`config.mk`:
```
export PLATFORM = sky130hd
export DESIGN_NAME = calendar_clock_with_set_mode_core
export DESIGN_NICKNAME = d
export VERILOG_FILES = /design/src/rtl/cal_pkg.sv /design/src/rtl/cal_update.sv /design/src/rtl/calendar_clock_with_set_mode_core.sv
export VERILOG_INCLUDE_DIRS = /design/src /design/src/rtl
export SDC_FILE = /design/constraint.sdc
export NUM_CORES = 1
export LEC_CHECK = 0
export ABC_CLOCK_PERIOD_IN_PS = 7570
export BUFFER_PORTS_ARGS = -buffer_cell sky130_fd_sc_hd__buf_2
export CORE_MARGIN = 2
export CORE_UTILIZATION = 64
export DETAILED_ROUTE_END_ITERATION = 12
export GPL_TIMING_DRIVEN = 0
export PLACE_DENSITY_LB_ADDON = 0.1
export SLEW_MARGIN = 20
export SYNTH_ARGS = -nofsm -noshare
export SYNTH_HDL_FRONTEND = slang
export SYNTH_HIERARCHICAL = 1
export SYNTH_SLANG_ARGS = --single-unit
```
`constraint.sdc`:
```
create_clock -name clk -period 7.57 [get_ports clk]
set_input_delay 1.1355 -clock clk [delete_from_list [all_inputs] [get_ports clk]]
set_output_delay 1.1355 -clock clk [all_outputs]
set_load 0.1 [all_outputs]
```
`src/rtl/calendar_clock_with_set_mode_core_assert.svh`:
```
// Assertion macros shared by the calendar clock RTL.
`ifndef CALENDAR_CLOCK_WITH_SET_MODE_CORE_ASSERT_SVH
`define CALENDAR_CLOCK_WITH_SET_MODE_CORE_ASSERT_SVH

// Same-cycle implication, sampled on clk and disabled during reset.
`define CAL_ASSERT_NOW(lbl, ante, cons, msg) \
	lbl: assert property (@(posedge clk) disable iff (!arst_n) (ante) |-> (cons)) \
		else $error(msg);

// Next-cycle implication, sampled on clk and disabled during reset.
`define CAL_ASSERT_NEXT(lbl, ante, cons, msg) \
	lbl: assert property (@(posedge clk) disable iff (!arst_n) (ante) |=> (cons)) \
		else $error(msg);

`endif

```
`src/rtl/cal_pkg.sv`:
```
// Types, codes and calendar helper functions for the calendar clock.
`timescale 1ns / 1ps

package cal_pkg;

	localparam logic OpTick = 1'b0;
	localparam logic OpKey  = 1'b1;

	localparam logic [3:0] KeyNext   = 4'd0;
	localparam logic [3:0] KeyUp     = 4'd1;
	localparam logic [3:0] KeyDown   = 4'd2;
	localparam logic [3:0] KeyCancel = 4'd3;

	localparam logic [6:0] SecPerMin  = 7'd60;
	localparam logic [6:0] MinPerHour = 7'd60;
	localparam logic [5:0] HourPerDay = 6'd24;
	localparam logic [4:0] MonthEnd   = 5'd13;
	localparam logic [5:0] SecMax     = 6'd59;
	localparam logic [5:0] MinMax     = 6'd59;
	localparam logic [4:0] HourMax    = 5'd23;
	localparam logic [3:0] MonthMax   = 4'd12;

	localparam logic [3:0] MonthFeb = 4'd2;
	localparam logic [3:0] MonthApr = 4'd4;
	localparam logic [3:0] MonthJun = 4'd6;
	localparam logic [3:0] MonthSep = 4'd9;
	localparam logic [3:0] MonthNov = 4'd11;

	localparam logic [4:0] DaysLeapFeb = 5'd29;
	localparam logic [4:0] DaysFeb     = 5'd28;
	localparam logic [4:0] DaysShort   = 5'd30;
	localparam logic [4:0] DaysLong    = 5'd31;

	// Multiplicative inverse of 25 modulo 2^16 and the largest quotient of
	// a 16-bit multiple of 25; a product at or below it marks a multiple.
	localparam logic [15:0] Inv25    = 16'd23593;
	localparam logic [15:0] MaxMul25 = 16'd2621;

	typedef enum logic [2:0] {
		ModeShow   = 3'd0,
		ModeYear   = 3'd1,
		ModeMonth  = 3'd2,
		ModeDay    = 3'd3,
		ModeHour   = 3'd4,
		ModeMinute = 3'd5,
		ModeSecond = 3'd6
	} mode_t;

	typedef struct packed {
		logic [15:0] year;
		logic [3:0]  month;
		logic [4:0]  day;
		logic [4:0]  hour;
		logic [5:0]  minute;
		logic [5:0]  second;
	} cal_time_t;

	typedef struct packed {
		mode_t     mode;
		logic      blink;
		cal_time_t run;
		cal_time_t edit;
	} cal_state_t;

	typedef struct packed {
		logic       operation;
		logic [3:0] key_code;
	} cmd_t;

	typedef struct packed {
		logic [15:0] shown_year;
		logic [3:0]  shown_month;
		logic [4:0]  shown_day;
		logic [4:0]  shown_hour;
		logic [5:0]  shown_minute;
		logic [5:0]  shown_second;
		logic [2:0]  mode;
		logic        blank_field;
	} disp_t;

	localparam cal_state_t StateReset = '{
		mode:  ModeShow,
		blink: 1'b0,
		run:   '{year: 16'd1999, month: 4'd12, day: 5'd31,
		         hour: 5'd23, minute: 6'd59, second: 6'd55},
		edit:  '{year: 16'd0, month: 4'd1, day: 5'd1,
		         hour: 5'd0, minute: 6'd0, second: 6'd0}
	};

	// Gregorian rule: divisible by 4 and not by 100, or divisible by 400.
	// Since 400 = 16 * 25, this is a multiple of 4 that is either not a
	// multiple of 25 or a multiple of 16.
	function automatic logic is_leap(input logic [15:0] year);
		logic [15:0] prod;
		logic        mul25;
		prod  = year * Inv25;
		mul25 = (prod <= MaxMul25);
		return (year[1:0] == 2'd0) && (!mul25 || (year[3:0] == 4'd0));
	endfunction

	function automatic logic [4:0] month_len(input logic [3:0] month,
		input logic [15:0] year);
		logic [4:0] len;
		case (month) inside
			MonthFeb: len = is_leap(year) ? DaysLeapFeb : DaysFeb;
			MonthApr, MonthJun, MonthSep, MonthNov: len = DaysShort;
			default: len = DaysLong;
		endcase
		return len;
	endfunction

endpackage

```
`src/rtl/cal_update.sv`:
```
// Next-state and display logic for one tick or key word of the calendar clock.
`timescale 1ns / 1ps

module cal_update (
	input  cal_pkg::cal_state_t st,
	input  cal_pkg::cmd_t       cmd,
	output cal_pkg::cal_state_t st_next,
	output cal_pkg::disp_t      disp
);

	logic                editing;
	logic                editing_next;
	logic                up;
	logic [6:0]          sec_inc;
	logic [6:0]          min_inc;
	logic [5:0]          hour_inc;
	logic [5:0]          day_inc;
	logic [4:0]          month_inc;
	logic [4:0]          run_mlen;
	logic [4:0]          edit_mlen;
	logic [4:0]          day_dec;
	logic [2:0]          m;
	cal_pkg::cal_time_t  run_adv;
	cal_pkg::cal_time_t  edit_adj;

	// Running clock advanced by one second.
	always_comb begin
		run_mlen  = cal_pkg::month_len(st.run.month, st.run.year);
		sec_inc   = {1'b0, st.run.second} + 7'd1;
		min_inc   = {1'b0, st.run.minute} + 7'd1;
		hour_inc  = {1'b0, st.run.hour} + 6'd1;
		day_inc   = {1'b0, st.run.day} + 6'd1;
		month_inc = {1'b0, st.run.month} + 5'd1;
		run_adv   = st.run;
		if (sec_inc < cal_pkg::SecPerMin) begin
			run_adv.second = sec_inc[5:0];
		end else begin
			run_adv.second = '0;
			if (min_inc < cal_pkg::MinPerHour) begin
				run_adv.minute = min_inc[5:0];
			end else begin
				run_adv.minute = '0;
				if (hour_inc < cal_pkg::HourPerDay) begin
					run_adv.hour = hour_inc[4:0];
				end else begin
					run_adv.hour = '0;
					if (day_inc <= {1'b0, run_mlen}) begin
						run_adv.day = day_inc[4:0];
					end else begin
						run_adv.day = 5'd1;
						if (month_inc < cal_pkg::MonthEnd) begin
							run_adv.month = month_inc[3:0];
						end else begin
							run_adv.month = 4'd1;
							run_adv.year  = st.run.year + 16'd1;
						end
					end
				end
			end
		end
	end

	// Edit copy with the field under edit stepped up or down.
	always_comb begin
		up        = (cmd.key_code == cal_pkg::KeyUp);
		edit_mlen = cal_pkg::month_len(st.edit.month, st.edit.year);
		day_dec   = st.edit.day - 5'd1;
		edit_adj  = st.edit;
		unique case (st.mode)
			cal_pkg::ModeYear: begin
				edit_adj.year = up ? st.edit.year + 16'd1 : st.edit.year - 16'd1;
			end
			cal_pkg::ModeMonth: begin
				if (up) begin
					edit_adj.month = (st.edit.month >= cal_pkg::MonthMax) ? 4'd1
						: st.edit.month + 4'd1;
				end else begin
					edit_adj.month = (st.edit.month <= 4'd1) ? cal_pkg::MonthMax
						: st.edit.month - 4'd1;
				end
			end
			cal_pkg::ModeDay: begin
				if (up) begin
					edit_adj.day = (st.edit.day >= edit_mlen) ? 5'd1 : st.edit.day + 5'd1;
				end else if (st.edit.day <= 5'd1) begin
					edit_adj.day = edit_mlen;
				end else begin
					edit_adj.day = (day_dec > edit_mlen) ? edit_mlen : day_dec;
				end
			end
			cal_pkg::ModeHour: begin
				if (up) begin
					edit_adj.hour = (st.edit.hour >= cal_pkg::HourMax) ? 5'd0
						: st.edit.hour + 5'd1;
				end else begin
					edit_adj.hour = (st.edit.hour == 5'd0) ? cal_pkg::HourMax
						: st.edit.hour - 5'd1;
				end
			end
			cal_pkg::ModeMinute: begin
				if (up) begin
					edit_adj.minute = (st.edit.minute >= cal_pkg::MinMax) ? 6'd0
						: st.edit.minute + 6'd1;
				end else begin
					edit_adj.minute = (st.edit.minute == 6'd0) ? cal_pkg::MinMax
						: st.edit.minute - 6'd1;
				end
			end
			cal_pkg::ModeSecond: begin
				if (up) begin
					edit_adj.second = (st.edit.second >= cal_pkg::SecMax) ? 6'd0
						: st.edit.second + 6'd1;
				end else begin
					edit_adj.second = (st.edit.second == 6'd0) ? cal_pkg::SecMax
						: st.edit.second - 6'd1;
				end
			end
			default: begin
			end
		endcase
	end

	// State update.
	always_comb begin
		editing = (st.mode >= cal_pkg::ModeYear) && (st.mode <= cal_pkg::ModeSecond);
		st_next = st;
		if (cmd.operation == cal_pkg::OpTick) begin
			if (editing) begin
				st_next.blink = ~st.blink;
			end
			st_next.run = run_adv;
			// Fields after the one under edit follow the running clock.
			if ((st.mode >= cal_pkg::ModeYear) && (st.mode <= cal_pkg::ModeMinute)) begin
				if (st.mode <= cal_pkg::ModeYear) begin
					st_next.edit.month = run_adv.month;
				end
				if (st.mode <= cal_pkg::ModeMonth) begin
					st_next.edit.day = run_adv.day;
				end
				if (st.mode <= cal_pkg::ModeDay) begin
					st_next.edit.hour = run_adv.hour;
				end
				if (st.mode <= cal_pkg::ModeHour) begin
					st_next.edit.minute = run_adv.minute;
				end
				st_next.edit.second = run_adv.second;
			end
		end else if (!editing) begin
			if (cmd.key_code == cal_pkg::KeyNext) begin
				st_next.edit = st.run;
				st_next.mode = cal_pkg::ModeYear;
			end
		end else begin
			unique case (cmd.key_code)
				cal_pkg::KeyNext: begin
					if (st.mode == cal_pkg::ModeSecond) begin
						st_next.run  = st.edit;
						st_next.mode = cal_pkg::ModeShow;
					end else begin
						st_next.mode = cal_pkg::mode_t'(3'(st.mode + 3'd1));
					end
				end
				cal_pkg::KeyUp: begin
					st_next.edit = edit_adj;
				end
				cal_pkg::KeyDown: begin
					st_next.edit = edit_adj;
				end
				cal_pkg::KeyCancel: begin
					st_next.mode = cal_pkg::ModeShow;
				end
				default: begin
				end
			endcase
		end
	end

	// Display word from the updated state.
	always_comb begin
		editing_next = (st_next.mode >= cal_pkg::ModeYear)
			&& (st_next.mode <= cal_pkg::ModeSecond);
		m = editing_next ? 3'(st_next.mode) : 3'(cal_pkg::ModeShow);
		disp.shown_year   = (m >= 3'(cal_pkg::ModeYear))   ? st_next.edit.year
			: st_next.run.year;
		disp.shown_month  = (m >= 3'(cal_pkg::ModeMonth))  ? st_next.edit.month
			: st_next.run.month;
		disp.shown_day    = (m >= 3'(cal_pkg::ModeDay))    ? st_next.edit.day
			: st_next.run.day;
		disp.shown_hour   = (m >= 3'(cal_pkg::ModeHour))   ? st_next.edit.hour
			: st_next.run.hour;
		disp.shown_minute = (m >= 3'(cal_pkg::ModeMinute)) ? st_next.edit.minute
			: st_next.run.minute;
		disp.shown_second = (m >= 3'(cal_pkg::ModeSecond)) ? st_next.edit.second
			: st_next.run.second;
		disp.mode         = 3'(st_next.mode);
		disp.blank_field  = editing_next & st_next.blink;
	end

endmodule

```
`src/rtl/calendar_clock_with_set_mode_core.sv`:
```
// Top level of the calendar clock with set mode: pipeline registers and state.
`timescale 1ns / 1ps
`include "calendar_clock_with_set_mode_core_assert.svh"

// The cmd channel carries one word per event: a one-second tick or a key
// press with its key code. The disp channel returns exactly one word per
// command word, holding the shown date and time, the current mode and the
// blank flag for the field under edit, all taken after the update.
// Both channels use valid/ready; a word moves on a clock edge where both
// are high.
// A command word is captured into the stage-one register, and the state
// update plus display selection are combinational between that register
// and the output register. The display word is loaded into the output
// register when its command word leaves stage one, and disp_valid rises
// with it. Throughput is one word per cycle while the receiver keeps
// disp_ready high.
// When the receiver stalls, the output register holds its word and stage
// one holds the next command; cmd_ready drops only once both are full.
// The clock state is committed only when a word leaves stage one.
// Reset sets show mode, blink phase low, a running time of 1999-12-31
// 23:59:55 and an edit copy of 0000-01-01 00:00:00, and empties both stages.

module calendar_clock_with_set_mode_core (
	input  logic           clk,
	input  logic           arst_n,
	input  logic           cmd_valid,
	output logic           cmd_ready,
	input  cal_pkg::cmd_t  cmd,
	output logic           disp_valid,
	input  logic           disp_ready,
	output cal_pkg::disp_t disp
);

	logic                valid_s1;
	cal_pkg::cmd_t       cmd_s1;
	logic                disp_valid_q;
	cal_pkg::disp_t      disp_q;
	cal_pkg::cal_state_t state_q;
	cal_pkg::cal_state_t state_next;
	cal_pkg::disp_t      disp_next;
	logic                advance;

	assign advance    = valid_s1 && (!disp_valid_q || disp_ready);
	assign cmd_ready  = !valid_s1 || advance;
	assign disp_valid = disp_valid_q;
	assign disp       = disp_q;

	cal_update u_update (
		.st      (state_q),
		.cmd     (cmd_s1),
		.st_next (state_next),
		.disp    (disp_next)
	);

	always_ff @(posedge clk or negedge arst_n) begin
		if (!arst_n) begin
			valid_s1     <= 1'b0;
			disp_valid_q <= 1'b0;
			state_q      <= cal_pkg::StateReset;
		end else begin
			if (cmd_ready) begin
				valid_s1 <= cmd_valid;
			end
			if (advance) begin
				disp_valid_q <= 1'b1;
				state_q      <= state_next;
			end else if (disp_ready) begin
				disp_valid_q <= 1'b0;
			end
		end
	end

	always_ff @(posedge clk) begin
		if (cmd_valid && cmd_ready) begin
			cmd_s1 <= cmd;
		end
		if (advance) begin
			disp_q <= disp_next;
		end
	end

	`CAL_ASSERT_NEXT(a_accept_fills_s1, cmd_valid && cmd_ready, valid_s1,
		"Accepted command word did not reach stage one.")
	`CAL_ASSERT_NEXT(a_advance_fills_out, advance, disp_valid_q,
		"Stage one advanced but no display word was registered.")
	`CAL_ASSERT_NEXT(a_state_holds, !advance, $stable(state_q),
		"Clock state changed without a word leaving stage one.")
	`CAL_ASSERT_NOW(a_run_in_range, 1'b1,
		(state_q.run.second <= cal_pkg::SecMax) && (state_q.run.minute <= cal_pkg::MinMax)
		&& (state_q.run.hour <= cal_pkg::HourMax),
		"Running time field out of range.")

endmodule
```
==> impl_metrics.tcl <==
set metrics [dict create \
    status "complete, no violations" \
    r2r_start "state_q[68]" \
    synthTopCellsByArea "ha_1 (14%), edfxtp_1 (10%), dfrtp_1 (9.7%)" \
    routed_via_density 6.672 \
    min_path_cells 1 \
    fillers 1761 \
    ys_warn_count 6 \
    ff_latch_area_um2 3824 \
    peakVddDrop_uv 526.6 \
    synth-edff-count 51 \
    antenna_found_initial 0 \
    final_common_cell "ha_1" \
    grt_overflow_total 0 \
    initialDrtViolationCount 1781 \
    layout_common_cells "ha_1 (168), inv_1 (122), mux2_2 (118)" \
    num-nets-final 1890 \
    clkLatencyLatePin_ns 0.44 \
    worstMarginPinSlew_ns 1.027 \
    seq_area_frac_synth_pct 25.67 \
    cp.required_ns 7.87 \
    cts_sinks 141 \
    hold_path_end "state_q[16]" \
    crit_arrival_ns 7.61 \
    syn_inst 1598 \
    grt_pass1_wl_mm 71.08 \
    hold_path.class "register to register" \
    hold_buffers 0 \
    end_kind "register" \
    multi_input_comb_area_um2 10180 \
    coreArea_um2 22710 \
    max_cap_viol_count 0 \
    h-tree-depth 4 \
    drc 0 \
    cts_made_buffers 17 \
    min_period_ns 7.304 \
    synth_fp_nets 1812 \
    antennaDiodeCount 0 \
    reg2reg_depth 25 \
    synth_flop_cell "dfrtp_1" \
    r2r_slack_ns 0.27 \
    dieHeight_um 156.5 \
    setup_violations 0 \
    hold_viol 0 \
    avgSynthCellArea_um2 9.320 \
    powerDensity_nw_per_um2 407.6 \
    die_area_um2 24510 \
    slew_violations 0 \
    start_util_pct 65.58 \
    drtPass1Iterations 6 \
    cts_tree "yes" \
    hold_slack_ns 0.5104 \
    syn_to_final_growth_pct 8.846 \
    fmax_mhz 136.9 \
    synth_top_area_share_pct 14.11 \
    async_flop_share_pct 63.83 \
    place_ws_ns 0.06880 \
    r2r-end "disp[27]" \
    max_slew_margin_pct 30.90 \
    finalCritPeriodShare_pct 96.48 \
    num_rows 55 \
    fin_setup_tns_ns 0 \
    dp.final_hpwl_mm 33.56 \
    setup_slack_ns 0.2663 \
    grt_max_degree 51 \
    routed_wl_mm 45.40 \
    rsz0062_at_grt "no" \
    final.setup_skew_ns 0.01337 \
    worstHoldStart "state_q[16]" \
    crit_fanout 11 \
    ys_ff_latch 141 \
    drtAntennaViolNets 0 \
    p_leak_nw 7.075 \
    synth_cell_types 92 \
    syn_area_um2 14890 \
    drive_above_1_share_pct 19.18 \
    clock_path_buffers 2 \
    cp-start-kind "register" \
    grt_usage_pct 38.01 \
    utilization_pct 71.38 \
    cts_root_buffer "clkbuf_16" \
    finalWeightedCongestion 0.9931 \
    avgRoutedWirePerCell_um 23.00 \
    io_buffers 56 \
    num_vias 13170 \
    path_clk_slew_ns 0.07 \
    die_w_um 156.5 \
    io_pins 57 \
    yosysTopAreaCell "ha_1" \
    first_global_vias 12361 \
    worstSetupPathType "register to register" \
]
==> synth_stat cells (all sizes together), types with 7 or more instances <==
library cell and instances:
nor2 86, o31ai 8, or4 8, mux2i 72
a31oi 17, o2111ai 8, o221ai 10, fa 37
o22ai 12, nor3b 9, a211oi 11, nand4 13
nor2b 9, o21ai 89, buf 39, mux2 136
xor2 18, dfstp 32, dfrtp 58, or3 7
nand3 36, ha 168, xnor2 51, inv 124
clkbuf 59, a21oi 95, nor3 28, and3 14
edfxtp 51, and2 11, a21o 12, a22oi 11
nand2b 13, o21a 12, nand2 115, nor4 10
o211ai 17, a32oi 12
==> sequential cells by signal (all words and copies together), names as in the netlist <==
register / count
valid_s1: 1
disp_valid: 1
cmd_s1: 5
disp: 46
state_q: 88
==> cells by family (layout without fill, tap and decap cells) <==
kind of cell,Yosys count,after routing,share of synthesized area [%]
AOI/OAI and AO/OA,371,371,16.26
xor gates and xnor gates,69,69,4.159
adders and majority gates,205,205,19.09
buffers and inverters,222,313,6.175
DFF,141,141,25.67
muxes,208,208,15.55
and+or+nand+nor,382,382,13.10
==> cell type report <==
cell class | count | share of cell area (%)
Clock buffer | 17 | 2.624
Timing Repair Buffer | 59 | 2.107
Tap cell | 285 | 2.200
Buffer | 98 | 2.810
Clock inverter | 15 | 1.019
Inverter | 124 | 2.871
Multi-Input combinational cell | 1235 | 62.78
Sequential cell | 141 | 23.59
==> metrics by stage <==
stage                     instance area, µm²  std cells  total power [mW]
final                                  16210       1974             6.608
after CTS                              16180       1973             6.561
after global routing                   16210       1974             7.127
after global placement                 15530       1939             5.555
after detailed placement               15580       1941             5.667
after floorplan                        14890       1598             4.698
==> power breakdown <==
part / total (mW) / internal, mW / switching, mW
Combinational: 4.44 / 1.77 / 2.66
Clock: 0.852 / 0.445 / 0.407
Sequential: 1.32 / 1.04 / 0.273
==> layer usage <==
metal	vias to the layer above	track usage, %	wire (µm)
li1	6004	-	-
met1	6321	55.61	19610
met2	745	56.79	19680
met3	100	7.754	4932
met4	0	11.31	1177
met5	-	0	0
==> worst max path at each step <==
stage / from / endpoint / slack [ns] / cells after the start
final: state_q[68] / disp[27] / 0.27 / 25
after global placement: state_q[68] / disp[41] / 0.29 / 26
after global routing: state_q[70] / disp[27] / 0.001 / 26
after CTS: state_q[68] / disp[45] / 0.01 / 26
after floorplan: state_q[68] / disp[41] / 1.36 / 26
after detailed placement: state_q[68] / disp[41] / 0.07 / 26
==> critical path, stage by stage, from the launching register on <==
cell,delay [ns]
dfstp_2,0.68
ha_1,0.32
ha_1,0.29
inv_1,0.05
fa_1,0.51
fa_1,0.58
inv_1,0.07
fa_1,0.51
ha_1,0.23
xnor2_1,0.16
xnor2_1,0.15
xnor2_1,0.12
xnor2_2,0.25
mux2i_1,0.14
o2111ai_1,0.11
nor2_1,0.06
a31oi_1,0.46
ha_1,0.34
nand2_1,0.10
o211a_1,0.20
a311oi_2,0.17
nor3_2,0.51
mux2_2,0.42
mux2_2,0.27
o32ai_1,0.21
mux2_2,0.24
==> repair_timing <==
item,in CTS,in global routing
setup endpoints to repair,0,23
gates resized for setup,0,4
buffers inserted,0,1
(Power assumes the default switching activity.)
